--- config.mk ---
export PLATFORM = sky130hd
export DESIGN_NAME = swm_front
export DESIGN_NICKNAME = d
export VERILOG_FILES = /design/src/sv/swm_front.sv
export SDC_FILE = /design/constraint.sdc
export NUM_CORES = 1
export LEC_CHECK = 0
export ABC_AREA = 1
export BUFFER_PORTS_ARGS = -buffer_cell sky130_fd_sc_hd__buf_2
export CAP_MARGIN = 5
export CORE_MARGIN = 2
export CORE_UTILIZATION = 50
export DETAILED_ROUTE_END_ITERATION = 12
export PLACE_DENSITY = 0.81
export SLEW_MARGIN = 0
export SYNTH_ARGS = -nofsm -noshare
export SYNTH_HDL_FRONTEND = slang
export SYNTH_SLANG_ARGS = --single-unit
--- constraint.sdc ---
create_clock -name i_clk -period 6.5 [get_ports i_clk]
set_clock_uncertainty 0.15 [all_clocks]
set_input_delay 0 -clock i_clk [delete_from_list [all_inputs] [get_ports i_clk]]
set_output_delay 0 -clock i_clk [all_outputs]
set_load 0.1 [all_outputs]
--- src/sv/swm_front.sv ---
module swm_front #(
    parameter int SAMPLE_WIDTH = 32
) (
    input  logic                    i_clk,
    input  logic                    i_rst_n,
    input  logic                    i_in_valid,
    output logic                    o_in_stall,
    input  logic [SAMPLE_WIDTH-1:0] i_sample,
    input  logic                    i_restart,
    output logic                    o_q_valid,
    input  logic                    i_q_pop,
    output logic [SAMPLE_WIDTH-1:0] o_q_key,
    output logic                    o_q_restart
);

    logic [SAMPLE_WIDTH-1:0] r_q_key [2];
    logic                    r_q_rst [2];
    logic                    r_wr_ptr, n_wr_ptr;
    logic                    r_rd_ptr, n_rd_ptr;
    logic [1:0]              r_fill, n_fill;
    logic                    push;

    // order-preserving key: sign bit flipped, compared unsigned downstream
    localparam logic [SAMPLE_WIDTH-1:0] SIGN_BIT = {1'b1, {(SAMPLE_WIDTH-1){1'b0}}};

    assign o_in_stall  = (r_fill == 2'd2);
    assign push        = i_in_valid && !o_in_stall;
    assign o_q_valid   = (r_fill != 2'd0);
    assign o_q_key     = r_q_key[r_rd_ptr];
    assign o_q_restart = r_q_rst[r_rd_ptr];

    always_comb begin
        n_wr_ptr = push ? !r_wr_ptr : r_wr_ptr;
        n_rd_ptr = i_q_pop ? !r_rd_ptr : r_rd_ptr;
        n_fill   = r_fill;
        if (push && !i_q_pop) begin
            n_fill = r_fill + 2'd1;
        end else if (!push && i_q_pop) begin
            n_fill = r_fill - 2'd1;
        end
    end

    always_ff @(posedge i_clk) begin
        if (!i_rst_n) begin
            r_wr_ptr <= 1'b0;
            r_rd_ptr <= 1'b0;
            r_fill   <= 2'd0;
        end else begin
            r_wr_ptr <= n_wr_ptr;
            r_rd_ptr <= n_rd_ptr;
            r_fill   <= n_fill;
        end
    end

    always_ff @(posedge i_clk) begin
        if (push) begin
            r_q_key[r_wr_ptr] <= i_sample ^ SIGN_BIT;
            r_q_rst[r_wr_ptr] <= i_restart;
        end
    end

`ifndef SYNTHESIS
    a_pop_nonempty: assert property (@(posedge i_clk) disable iff (!i_rst_n)
        i_q_pop |-> (r_fill != 2'd0))
        else $error("queue popped while empty");
`endif

endmodule

==> results by group <==
Detailed routing
  • Vias: 1541
  • Iteration-0 DRC count of the detailed router: 83
  • Drt total wl: 4840 um
  • DRC Markers: 0
  • Top sig layer: met4
  • Wire per inst: approximately 15 um
  • ANT nets after route: 0
  • DR WL met3: ~210 um
  • Vias per inst: 4.66
  • WL met2: around 2600 um
  • Drt pass-1 iters: 4
  • Wl on met1: 1830 um

Timing
  • Final Critical Period: between 2 and 2.5 ns
  • Final cycle utilization of the critical path: 35.0%
  • # setup viols final: 0
  • Setup tns final: 0 ns
  • Final hold viol count: 0
  • Final hold slack: 0.236 ns
  • Setup ws final: 4.23 ns
  • RSZ-0062 raised after global routing: no
  • Worst slew margin: 28.3%
  • Worst-Margin Slew: 1.08 ns
  • Pins over their slew limit: 0
  • Max Fclk: between 400 and 500 MHz

Critical path
  • Sum of buffers and inverters on the critical path: 1
  • Crit Path Category: reg2out
  • CP peak stage delay: 1.04 ns
  • CP max FO: 33
  • Critical path depth: 2
  • WP data required: 6.35 ns
  • Number of cells on the worst reg-to-reg path: 3
  • Critical-path cell list: mux2_2 -> buf_2
  • Slowest CP cell: dfxtp_2
  • Crit path max-delay family: flip-flops
  • CP Capture Type: primary output
  • Crit start category: flop
  • Worst R2R Setup Slack: about 4.6 ns
  • Crit path arrival time: 2.12 ns

Global route
  • Largest net degree at the start of global routing: 34
  • All-layer global routing usage: 16.5%
  • Grt ovf: 0
  • Vias in the first global route: roughly 1600
  • Antenna violations before repair: 0
  • First-pass GRT wire length: 7280 um

Synth
  • Register area share after synthesis: 74.9%
  • Mean post-synth cell area: roughly 20 um^2
  • Cells after synthesis: 140
  • Seq cells post-synth: between 70 and 80
  • Synth cell types: 15
  • Synth Cell Area: 0.00278 mm^2
  • Syn. warnings: 0
  • Syn_nets: 178

Placed design
  • Placed instance count: 279
  • IO buf count: between 70 and 80
  • HPWL Detailed: 2850 um
  • Gpl congestion: 0.668
  • Pre-CTS setup slack: 4.54 ns

Clock tree
  • Clock latency on the worst-skew pair: between 0.3 and 0.4 ns
  • Htree depth: 3
  • CTS root buffer: clkbuf_8
  • Cts bufs inserted: 9
  • CTS clock-pin slew for the worst setup and hold paths: ~0.070 ns
  • Num Clock Sinks: 71
  • Longest Clk Path Bufs: 2
  • CTS tree: yes

Floorplan
  • Die Wd: 78.6 um
  • I/O pins: 72
  • Core area: roughly 0.0054 mm^2
  • # rows: 27
  • DIE AREA: 0.00617 mm^2
  • Chip Height: between 70 and 80 um
  • Initial Util: between 50% and 60%

Finish
  • Ant diodes: 0
  • P&R area growth vs syn: 34.3%
  • Most frequent cells in the layout: buf_2 (71), edfxtp_1 (66), dlygate4sd3_1 (36), mux2_4 (30), clkbuf_8 (11)
  • Commonest non-fill, non-tap cell in the layout: buf_2
  • Post-Layout Cell Count: 331
  • Util after Layout: about two thirds
  • Layout net count: 292
  • Layout cells sized above 1: 47.1%

Flow run
  • MaxCap Viol Count: 0

Min path
  • Hold Path Depth: 2
  • Worst hold path type: in2reg

Pwr
  • Pwr dens: around 330 mW/mm^2
  • Leakage: 1.52 nW
  • VDD IR-drop max: around 0.00016 V

Run status
  • Outcome: finished, final reports clean
-- repair_timing --
action	in CTS	in global routing
setup buffers	0	0
hold buffers	36	0
endpoints found under the hold margin	71	0
gates resized for setup	0	0
-- registers in the layout, summed over array words and instances, names as in the netlist, named ones only --
register,count
r_rd_ptr,1
r_q_key,64
r_wr_ptr,1
r_fill,2
r_q_rst,2
-- power by group --
group | total, mW | internal (mW) | leakage (nW) | switching [mW]
Clock | 0.348 | 0.198 | 0.0996 | 0.150
Sequential | 0.562 | 0.544 | 0.657 | 0.0188
Combinational | 0.331 | 0.0810 | 0.765 | 0.250
Total | 1.24 | 0.822 | 1.52 | 0.419
-- cell families (layout without fill, tap and decap cells) --
group | count (synthesis) | count (layout) | synth area share (%)
compound gates | 4 | 4 | 0.855
buf+inv | 13 | 132 | 3.78
flops | 71 | 71 | 74.9
simple gates | 18 | 18 | 2.57
fa+ha+maj | 1 | 1 | 0.450
mux | 33 | 33 | 17.4
-- synth_stat cells --
| library cell | count | share of area [%] |
|---|---|---|
| buf_6 | 1 | 0.41 |
| mux2_4 | 30 | 16 |
| buf_12 | 3 | 2.2 |
| ha_1 | 1 | 0.45 |
| nand2_1 | 7 | 0.95 |
| nand4_1 | 1 | 0.23 |
| mux2_2 | 3 | 1.2 |
| o21ai_2 | 1 | 0.32 |
| dfxtp_1 | 5 | 3.6 |
| nand3_1 | 1 | 0.18 |
| o21ai_0 | 2 | 0.36 |
| nor2_1 | 9 | 1.2 |
| inv_1 | 9 | 1.2 |
| a21oi_1 | 1 | 0.18 |
| edfxtp_1 | 66 | 71 |
-- worst paths after layout --
| path | endpoint | startpoint |
|---|---|---|
| setup / recovery | o_q_key[27] | flop |
| hold / removal | r_q_key[1][17] | i_sample[17] |
| setup reg to reg | r_q_key[0][8] | r_fill[1] |
| hold reg to reg | r_rd_ptr | r_rd_ptr |
-- per-stage QoR --
| step | total power [mW] | cell area (um^2) |
|---|---|---|
| 6_report | 1.24 | 3730 |
| 5_1_grt | 1.28 | 3730 |
| 4_1_cts | 1.25 | 3730 |
| 3_5_place_dp | 0.890 | 3170 |
| 3_3_place_gp | 0.882 | 3170 |
| 2_1_floorplan | 0.845 | 2780 |
-- final cells by class --
class	instances	area, um^2
fill	379	1710
tap	72	90.1
inverter	9	33.8
clock buffer	13	159
clock inverter	3	42.5
sequential	71	2080
multi-input combinational	56	607
timing repair buffer	107	716
-- routing by layer --
layer  vias to the layer above  GRT usage, %
met5                         -             0
met2                        47          29.7
met1                       732          16.2
met3                        14          4.37
met4                         0          12.1
li1                        748             -
No activity file was read; power rests on OpenSTA's default activity.
